## src/hw/rtl/alu16_pkg.sv

```systemverilog
`default_nettype none
package alu16_pkg;

  typedef enum logic [3:0] {
    OP_ADDS = 4'd0,
    OP_ADD  = 4'd1,
    OP_ADC  = 4'd2,
    OP_SUB  = 4'd3,
    OP_SBC  = 4'd4,
    OP_AND  = 4'd5,
    OP_OR   = 4'd6,
    OP_XOR  = 4'd7,
    OP_CADD = 4'd8,
    OP_ROR  = 4'd9
  } op_t;

  typedef enum logic [3:0] {
    CC_Z   = 4'd0,
    CC_NZ  = 4'd1,
    CC_C   = 4'd2,
    CC_NC  = 4'd3,
    CC_S   = 4'd4,
    CC_NS  = 4'd5,
    CC_V   = 4'd6,
    CC_NV  = 4'd7,
    CC_HI  = 4'd8,
    CC_LS  = 4'd9,
    CC_GE  = 4'd10,
    CC_LT  = 4'd11,
    CC_GT  = 4'd12,
    CC_LE  = 4'd13
  } cond_t;

  typedef enum logic [1:0] {
    K_PASS  = 2'd0,
    K_ARITH = 2'd1,
    K_LOGIC = 2'd2,
    K_ROR   = 2'd3
  } kind_t;

  typedef struct packed {
    logic c;
    logic z;
    logic s;
    logic v;
  } flags_t;

  typedef struct packed {
    logic [3:0]  mode;
    logic [15:0] x;
    logic [15:0] y;
    flags_t      flags;
  } in_item_t;

  typedef struct packed {
    kind_t       kind;
    op_t         lop;
    logic        sub;
    logic [15:0] a;
    logic [15:0] b;
    logic        cin;
    logic [3:0]  amt;
    flags_t      flags;
  } s1_t;

  typedef struct packed {
    kind_t       kind;
    logic [15:0] r;
    logic        c_new;
    logic        a15;
    logic        b15;
    flags_t      flags;
  } s2_t;

  typedef struct packed {
    logic [15:0] r;
    flags_t      flags;
  } out_item_t;

endpackage
`default_nettype wire

```

## src/hw/rtl/alu16_dec.sv

```systemverilog
`default_nettype none
module alu16_dec (
  input  wire logic                clk,
  input  wire logic                rst_n,
  input  wire logic                valid_i,
  input  wire alu16_pkg::in_item_t item_i,
  input  wire logic                rdy_i,
  output logic                     rdy_o,
  output logic                     valid_o,
  output alu16_pkg::s1_t           s1_o
);
  import alu16_pkg::*;

  logic  vld_r;
  s1_t   s1_r;
  s1_t   s1_nxt;
  logic  pass;
  op_t   op;
  cond_t cc;
  flags_t f;

  assign rdy_o   = !vld_r || rdy_i;
  assign valid_o = vld_r;
  assign s1_o    = s1_r;

  always_comb begin
    op = op_t'(item_i.mode);
    cc = cond_t'(item_i.x[15:12]);
    f  = item_i.flags;
    unique case (cc)
      CC_Z:    pass = f.z;
      CC_NZ:   pass = !f.z;
      CC_C:    pass = f.c;
      CC_NC:   pass = !f.c;
      CC_S:    pass = f.s;
      CC_NS:   pass = !f.s;
      CC_V:    pass = f.v;
      CC_NV:   pass = !f.v;
      CC_HI:   pass = !f.c && !f.z;
      CC_LS:   pass = f.c || f.z;
      CC_GE:   pass = f.s == f.v;
      CC_LT:   pass = f.s != f.v;
      CC_GT:   pass = !f.z && (f.s == f.v);
      CC_LE:   pass = f.z || (f.s != f.v);
      default: pass = 1'b0;
    endcase

    s1_nxt.kind  = K_PASS;
    s1_nxt.lop   = op;
    s1_nxt.sub   = 1'b0;
    s1_nxt.a     = item_i.y;
    s1_nxt.b     = 16'd0;
    s1_nxt.cin   = 1'b0;
    s1_nxt.amt   = item_i.x[3:0];
    s1_nxt.flags = f;
    unique case (op)
      OP_ADDS: s1_nxt.b = item_i.x;
      OP_ADD, OP_ADC: begin
        s1_nxt.kind = K_ARITH;
        s1_nxt.b    = item_i.x;
        s1_nxt.cin  = (op == OP_ADC) ? f.c : 1'b0;
      end
      OP_SUB, OP_SBC: begin
        s1_nxt.kind = K_ARITH;
        s1_nxt.sub  = 1'b1;
        s1_nxt.b    = ~item_i.x;
        s1_nxt.cin  = (op == OP_SBC) ? !f.c : 1'b1;
      end
      OP_AND, OP_OR, OP_XOR: begin
        s1_nxt.kind = K_LOGIC;
        s1_nxt.b    = item_i.x;
      end
      OP_CADD: s1_nxt.b = pass ? {{4{item_i.x[11]}}, item_i.x[11:0]} : 16'd0;
      OP_ROR:  s1_nxt.kind = K_ROR;
      default: s1_nxt.b = 16'd0;
    endcase
  end

  always_ff @(posedge clk) begin
    if (!rst_n) begin
      vld_r <= 1'b0;
    end else if (rdy_o) begin
      vld_r <= valid_i;
    end
  end

  always_ff @(posedge clk) begin
    if (rdy_o && valid_i) begin
      s1_r <= s1_nxt;
    end
  end

endmodule
`default_nettype wire

```

## src/hw/rtl/alu16_exe.sv

```systemverilog
`default_nettype none
module alu16_exe (
  input  wire logic           clk,
  input  wire logic           rst_n,
  input  wire logic           valid_i,
  input  wire alu16_pkg::s1_t s1_i,
  input  wire logic           rdy_i,
  output logic                rdy_o,
  output logic                valid_o,
  output alu16_pkg::s2_t      s2_o
);
  import alu16_pkg::*;

  logic        vld_r;
  s2_t         s2_r;
  s2_t         s2_nxt;
  logic [16:0] sum;
  logic [31:0] dbl;
  logic [3:0]  bidx;
  logic [15:0] lres;

  assign rdy_o   = !vld_r || rdy_i;
  assign valid_o = vld_r;
  assign s2_o    = s2_r;

  always_comb begin
    sum  = {1'b0, s1_i.a} + {1'b0, s1_i.b} + {16'd0, s1_i.cin};
    dbl  = {s1_i.a, s1_i.a} >> s1_i.amt;
    bidx = s1_i.amt - 4'd1;
    unique case (s1_i.lop)
      OP_AND:  lres = s1_i.a & s1_i.b;
      OP_OR:   lres = s1_i.a | s1_i.b;
      default: lres = s1_i.a ^ s1_i.b;
    endcase

    s2_nxt.kind  = s1_i.kind;
    s2_nxt.a15   = s1_i.a[15];
    s2_nxt.b15   = s1_i.b[15];
    s2_nxt.flags = s1_i.flags;
    unique case (s1_i.kind)
      K_PASS: begin
        s2_nxt.r     = sum[15:0];
        s2_nxt.c_new = 1'b0;
      end
      K_ARITH: begin
        s2_nxt.r     = sum[15:0];
        s2_nxt.c_new = s1_i.sub ? !sum[16] : sum[16];
      end
      K_LOGIC: begin
        s2_nxt.r     = lres;
        s2_nxt.c_new = 1'b0;
      end
      K_ROR: begin
        s2_nxt.r     = dbl[15:0];
        s2_nxt.c_new = (s1_i.amt == 4'd0) ? 1'b0 : s1_i.a[bidx];
      end
      default: begin
        s2_nxt.r     = s1_i.a;
        s2_nxt.c_new = 1'b0;
      end
    endcase
  end

  always_ff @(posedge clk) begin
    if (!rst_n) begin
      vld_r <= 1'b0;
    end else if (rdy_o) begin
      vld_r <= valid_i;
    end
  end

  always_ff @(posedge clk) begin
    if (rdy_o && valid_i) begin
      s2_r <= s2_nxt;
    end
  end

endmodule
`default_nettype wire

```

## src/hw/rtl/alu16_flg.sv

```systemverilog
`default_nettype none
module alu16_flg (
  input  wire logic           clk,
  input  wire logic           rst_n,
  input  wire logic           valid_i,
  input  wire alu16_pkg::s2_t s2_i,
  input  wire logic           rdy_i,
  output logic                rdy_o,
  output logic                valid_o,
  output alu16_pkg::out_item_t item_o
);
  import alu16_pkg::*;

  logic      vld_r;
  out_item_t item_r;
  out_item_t item_nxt;
  logic      zr;
  logic      ovf;

  assign rdy_o   = !vld_r || rdy_i;
  assign valid_o = vld_r;
  assign item_o  = item_r;

  always_comb begin
    zr  = (s2_i.r == 16'd0);
    ovf = (!s2_i.a15 && !s2_i.b15 && s2_i.r[15]) || (s2_i.a15 && s2_i.b15 && !s2_i.r[15]);
    item_nxt.r = s2_i.r;
    unique case (s2_i.kind)
      K_PASS: item_nxt.flags = s2_i.flags;
      K_ARITH: begin
        item_nxt.flags.c = s2_i.c_new;
        item_nxt.flags.z = zr;
        item_nxt.flags.s = s2_i.r[15];
        item_nxt.flags.v = ovf;
      end
      K_LOGIC, K_ROR: begin
        item_nxt.flags.c = s2_i.c_new;
        item_nxt.flags.z = zr;
        item_nxt.flags.s = s2_i.r[15];
        item_nxt.flags.v = 1'b0;
      end
      default: item_nxt.flags = s2_i.flags;
    endcase
  end

  always_ff @(posedge clk) begin
    if (!rst_n) begin
      vld_r <= 1'b0;
    end else if (rdy_o) begin
      vld_r <= valid_i;
    end
  end

  always_ff @(posedge clk) begin
    if (rdy_o && valid_i) begin
      item_r <= item_nxt;
    end
  end

endmodule
`default_nettype wire

```

## src/hw/rtl/cpu16_alu_with_flags.sv

```systemverilog
// 16-bit ALU with carry, zero, sign and overflow flags.
// Input channel: in_valid / in_stall with mode, operands x and y and the four
// current flags. Result channel: out_valid / out_stall with the 16-bit result
// and the four new flags. One result item per input item, in order.
// Pipeline: decode (operand prep and condition test), execute (adder, logic,
// rotator), flags (zero, sign, overflow select and output register).
// Each accepted item is registered in the decode, execute and flags stages in
// turn; out_valid rises once the flags stage holds it.
// Throughput: one item per cycle while out_stall is low; the single 17-bit adder
// in the execute stage sets the cycle.
// Reset (synchronous, rst_n low) clears all stage valid bits; the pipeline
// comes up empty and ready.
// When the receiver stalls, the output item holds and each stage keeps its
// item once the stage after it is full; in_stall rises only when all three
// stages hold items. Empty stages keep filling during a stall.
`default_nettype none
module cpu16_alu_with_flags (
  input  wire logic        clk,
  input  wire logic        rst_n,
  input  wire logic        in_valid,
  output logic             in_stall,
  input  wire logic [3:0]  in_mode,
  input  wire logic [15:0] in_operand_x,
  input  wire logic [15:0] in_operand_y,
  input  wire logic        in_carry_in,
  input  wire logic        in_zero_in,
  input  wire logic        in_sign_in,
  input  wire logic        in_overflow_in,
  output logic             out_valid,
  input  wire logic        out_stall,
  output logic [15:0]      out_result,
  output logic             out_carry_out,
  output logic             out_zero_out,
  output logic             out_sign_out,
  output logic             out_overflow_out
);
  import alu16_pkg::*;

  in_item_t  item_in;
  s1_t       s1;
  s2_t       s2;
  out_item_t item_out;
  logic      v1;
  logic      v2;
  logic      rdy1;
  logic      rdy2;
  logic      rdy3;

  assign item_in.mode    = in_mode;
  assign item_in.x       = in_operand_x;
  assign item_in.y       = in_operand_y;
  assign item_in.flags.c = in_carry_in;
  assign item_in.flags.z = in_zero_in;
  assign item_in.flags.s = in_sign_in;
  assign item_in.flags.v = in_overflow_in;

  alu16_dec u_dec (
    .clk     (clk),
    .rst_n   (rst_n),
    .valid_i (in_valid),
    .item_i  (item_in),
    .rdy_i   (rdy2),
    .rdy_o   (rdy1),
    .valid_o (v1),
    .s1_o    (s1)
  );

  alu16_exe u_exe (
    .clk     (clk),
    .rst_n   (rst_n),
    .valid_i (v1),
    .s1_i    (s1),
    .rdy_i   (rdy3),
    .rdy_o   (rdy2),
    .valid_o (v2),
    .s2_o    (s2)
  );

  alu16_flg u_flg (
    .clk     (clk),
    .rst_n   (rst_n),
    .valid_i (v2),
    .s2_i    (s2),
    .rdy_i   (!out_stall),
    .rdy_o   (rdy3),
    .valid_o (out_valid),
    .item_o  (item_out)
  );

  assign in_stall         = !rdy1;
  assign out_result       = item_out.r;
  assign out_carry_out    = item_out.flags.c;
  assign out_zero_out     = item_out.flags.z;
  assign out_sign_out     = item_out.flags.s;
  assign out_overflow_out = item_out.flags.v;

endmodule
`default_nettype wire

```

## config.mk

```make
export PLATFORM = sky130hd
export DESIGN_NAME = cpu16_alu_with_flags
export DESIGN_NICKNAME = d
export VERILOG_FILES = /design/src/hw/rtl/alu16_pkg.sv /design/src/hw/rtl/alu16_dec.sv /design/src/hw/rtl/alu16_exe.sv /design/src/hw/rtl/alu16_flg.sv /design/src/hw/rtl/cpu16_alu_with_flags.sv
export SDC_FILE = /design/constraint.sdc
export NUM_CORES = 1
export LEC_CHECK = 0
export BUFFER_PORTS_ARGS = -buffer_cell sky130_fd_sc_hd__buf_2
export CAP_MARGIN = 0
export CORE_ASPECT_RATIO = 0.7
export CORE_UTILIZATION = 30
export DETAILED_ROUTE_END_ITERATION = 8
export PLACE_DENSITY = 0.51
export SLEW_MARGIN = 20
export SYNTH_ARGS = -nofsm -noshare
export SYNTH_HDL_FRONTEND = slang
export SYNTH_HIERARCHICAL = 1
export SYNTH_SLANG_ARGS = --single-unit
```

## constraint.sdc

```tcl
create_clock -name clk -period 5.8 [get_ports clk]
set_input_delay 0.87 -clock clk [delete_from_list [all_inputs] [get_ports clk]]
set_output_delay 0.87 -clock clk [all_outputs]
set_load 0.02 [all_outputs]
```

# Word-level counts from Yosys, hierarchy flattened
# Index checks and enable logic that the tools add are counted.
# totals
ff_bits	96
latchBits	0
in_bits	44
mem_count	0
elab_cells	124
out_inout_bits	22
ramBits	0
romBits	0
# op_classes
shift	1
n_reduce_logical	40
n_bitwise	4
n_div	0
multipliers	0
order_cmp	1
mux	15
eq_ne	32
n_addsub	3
# ops
op	n
17-bit one-hot mux with 4 select lines	1
16-bit one-hot mux with 3 select lines	1
4-bit by 3-bit == test with 1-bit output, second input constant	10
4-bit == test, second input constant	8
16-bit one-hot mux with 2 select lines	1
32-bit by 4-bit >> shifter with 16-bit output	1
16-bit by 16-bit adder with 17-bit output	1
17-bit by 1-bit adder with 17-bit output	1
16-bit AND	1
4-bit by 2-bit == test with 1-bit output, second input constant	4
16-bit logical NOT	1
16-bit two-way mux	1
16-bit inverter	1
16-bit bitwise OR	1
16-bit bitwise XOR	1
1-bit one-hot mux with 14 select lines	1
1-bit logical NOT	13
4-bit logical NOT	3
4-bit one-hot mux with 3 select lines	1
1-bit logical AND	9
2-bit == test, second input constant	4
4-bit by 1-bit == test with 1-bit output, second input constant	2
1-bit logical OR	6
1-bit two-way mux	6
13 further kinds	17

# Logic depth before layout (Yosys ltp)
# logic_depth
word_depth	5
ltp_mapped	9
ltp_nobuf	9

# Hierarchy
# The synthesis kept the hierarchy.
# by_module_without_submodules
module	area_per_inst_um2	cells_per_inst	instances	seq_area_each_um2
alu16_exe	3413.3	365	1	770.7
alu16_dec	2137.0	143	1	1461.4
alu16_flg	772.0	40	1	620.6
cpu16_alu_with_flags	7.5	2	1	0.0

# Worst setup path after synthesis
# No wires, ideal clock.
# synth_timing
kind	input port to flip-flop
startpoint	input port out_stall
endpoint	register u_dec.s1_r (netlist bit u_dec/s1_o[0]) (enable)
setup_ps	410
t_required_ps	5390
t_arrival_ps	2407
path_buffers	0
cell_stages	5
path_slack_ps	2982
path_cell_list	inv_1 nand2b_1 nand2b_1 nand2b_1 and2_1
# synth_between
elab_chain_cells	5
# synth_lines
element	line_no	source
start: declaration	cpu16_alu_with_flags.sv:30	input wire logic out_stall,
1-bit logical NOT	cpu16_alu_with_flags.sv:84	.rdy_i (!out_stall),
1-bit logical OR	alu16_flg.sv:20	assign rdy_o = !vld_r || rdy_i;
named net rdy3	cpu16_alu_with_flags.sv:47	logic rdy3;
1-bit logical OR	alu16_exe.sv:22	assign rdy_o = !vld_r || rdy_i;
named net rdy2	cpu16_alu_with_flags.sv:46	logic rdy2;
1-bit logical OR	alu16_dec.sv:22	assign rdy_o = !vld_r || rdy_i;
named net rdy1	cpu16_alu_with_flags.sv:45	logic rdy1;
1-bit logical AND	alu16_dec.sv:88	if (rdy_o && valid_i) begin
end signal: assignment	alu16_dec.sv:89	s1_r <= s1_nxt;
end: declaration	alu16_dec.sv:15	s1_t s1_r;
# The timed path passes the listed nets, and every way through them passes these cells.
# A chain may end at the register's enable or synchronous reset.

==> results.toml <==
[worst_setup_path]
cp_slowest_stage_delay_ps = 1000
required_ps = 5860
crit_slowest_cell = "nor4bb_4"
critPathKind = "flop to flop"
critPathCaptureType = "flop"
ff2ff_path_depth = 6
critPathLaunchType = "flop"
critical_path_buf_inv_count = 0
critPathTopFamily = "simple AND/OR/NAND/NOR gates"
worstReg2RegStart = "u_dec/s1_o[43]$_DFFE_PP_"
reg2reg_setup_slack_ps = 2740
crit_end = "u_exe/s2_o[18]$_DFFE_PP_"
r2r-end = "u_exe/s2_o[18]$_DFFE_PP_"
timing.critical_path.from = "u_dec/s1_o[43]$_DFFE_PP_"
arrival_ps = 3120
worstSetupPathDepth = 6
crit_chain = "nor4bb_4, nor2_2, a221oi_1, nor2_1, a311oi_1, a21oi_1"
critPathMaxFanout = 17

[yosys]
async_reset_ff_share_pct = 0
synth_edf_count = 93
syn_area_per_cell_um2 = 11.5
synthFlopType = "edfxtp_1"
synth_cells = 550
synth_area_um2 = 6330
synth-seq-cells = 96
syn_nets = 629
synth_area_leader_cell = "edfxtp_1"
synth-seq-area-share_pct = 45.1
yosysWarnings = 6
synth_area_leaders = "edfxtp_1 (44%), ha_1 (6.5%), mux4_2 (5.3%)"
synth_top_cell_area_share_pct = 44.1
synth.distinct_cells = 69

[global_routing]
grt_overflow = 0
antenna_found_initial = 0
track_usage_pct = 15.9
grt_max_degree = 49
grt_pass1_wl_um = 25300
grt_pass1_vias = 4240

[sta]
finalCritPeriodShare_pct = 52.7
fmax_ghz = 0.327
finalSetupViolCount = 0
maxSlewHeadroom_pct = 25.2
finalCriticalPeriod_ps = 3060
worstMarginPinSlew_ps = 1120
finalMaxSlewViolations = 0
fin_tns_setup_ps = 0
hold_viol = 0
worst_clock_skew_ps = 6.72
rsz0062_at_grt = "false"

[floorplanning]
rows = 44
fp.dieW_um = 176
fp.coreArea_um2 = 20700
boundaryPins = 66
dieArea_um2 = 21700
initial_core_util_pct = 30.6
dieHeight_um = 124

[routing]
wl_per_cell_um = 19.1
drc = 0
vias = 4655
drtPass1Iterations = 5
routed_via_density = 5.27
drt-initial-drc-count = 428
wirelength_um = 16900
antenna_left = 0

[worst_hold_path]
hold_depth = 0
hp-class = "flop to flop"
min_from = "u_dec/s1_o[0]$_DFFE_PP_"

[clocking]
cts_sinks = 96
numCtsBuffers = 9
clockBufferDepth = 2
cts_setup_buffers = 0
postCtsHoldBufs = 0
htreeDepth = 3
ctsRootBufferMaster = "clkbuf_16"
path_clk_slew_ps = 60
cts_tree = "built"
cts_resized = 0
clk_latency_ps = 350

[finish]
final_cell_mix = "edfxtp_1 (93), buf_2 (65), inv_1 (59)"
final_layout_size_suffix_gt1_share_pct = 21.6
syn_to_final_growth_pct = 14.0
num_antenna_cells = 0
final_common_cell = "edfxtp_1"
nets = 681

[power]
peakVddDrop_v = 0.000126
p_total_mw = 1.86
leakage_nw = 2.84
power.density_nw_per_um2 = 258

[place]
gp_congestion = 0.869
io_buffers = 65
place_hpwl_um = 12900

[run_status]
status = "completed"

[run]
drv_cap = 0
registers in the layout (all words and copies together) (netlist names):
name and cells:
u_flg/item_o 20, u_flg/valid_o 1, u_exe/s2_o 25, u_dec/valid_o 1, u_exe/valid_o 1, u_dec/s1_o 48
final cells by class:
type	instances	area [um^2]
flip-flops and latches	96	2850
repair buffers	68	355
clock inverters	6	67.6
inverters	61	229
fillers	2105	13500
well taps	276	345
multi-input cells	366	3140
clock buffers	10	229
logic make-up (layout without fill, tap and decap cells):
group | Yosys count | after routing | synth area share (%)
and+or+nand+nor | 115 | 115 | 9.61
adders and majority gates | 35 | 35 | 7.16
muxes | 50 | 50 | 12.5
AOI/OAI and AO/OA | 136 | 136 | 15.5
DFF | 96 | 96 | 45.1
buffers and inverters | 88 | 145 | 5.79
xor gates and xnor gates | 30 | 30 | 4.41
stage by stage:
stage	cells	util, %	hold WS [ps]	worst slack (ps)	cell area (um^2)
finish	883	34.9	449	2740	7220
detailed placement	866	33.4	434	2860	6900
floorplan	550	-	400	2980	6330
CTS	882	34.8	450	2850	7200
global placement	866	33.3	416	2510	6890
global route	883	34.9	453	2590	7220
power by group:
group	internal (mW)	switching (mW)	total, mW
Combinational	0.170	0.221	0.391
Sequential	0.819	0.0530	0.872
Clock	0.337	0.263	0.600
Total	1.33	0.538	1.86
cell usage after synthesis (all sizes together), types with 3 or more instances:
| library cell | number |
|---|---|
| a221oi | 10 |
| a221o | 5 |
| nand2b | 8 |
| a21boi | 3 |
| nor4 | 8 |
| a211oi | 7 |
| mux2 | 15 |
| nor2b | 3 |
| o22ai | 7 |
| nand2 | 28 |
| mux4 | 20 |
| o21ai | 27 |
| nor3 | 3 |
| inv | 60 |
| or3 | 4 |
| o32ai | 12 |
| a21o | 9 |
| nor2 | 36 |
| clkbuf | 14 |
| xor2 | 10 |
| a311oi | 4 |
| nand3 | 4 |
| dfxtp | 3 |
| o21a | 4 |
| mux2i | 15 |
| a21oi | 22 |
| edfxtp | 93 |
| and2 | 6 |
| buf | 13 |
| a31oi | 5 |
| xnor2 | 19 |
| o211ai | 6 |
| ha | 33 |
| and3 | 3 |
worst min path at each step:
stage / endpoint / slack (ps)
after global placement: u_exe/s2_o[0]$_DFFE_PP_ / 420
after floorplan: u_exe/s2_o[0]$_DFFE_PP_ / 400
final: u_exe/s2_o[0]$_DFFE_PP_ / 450
after CTS: u_exe/s2_o[0]$_DFFE_PP_ / 450
after detailed placement: u_exe/s2_o[0]$_DFFE_PP_ / 430
after global routing: u_exe/s2_o[0]$_DFFE_PP_ / 450
per-layer routing:
metal	GRT usage, %	routed length [um]
met1	24.8	8810
met2	22.1	6890
met3	3.01	1040
met4	3.48	124
met5	0	0
(Power assumes the default switching activity.)
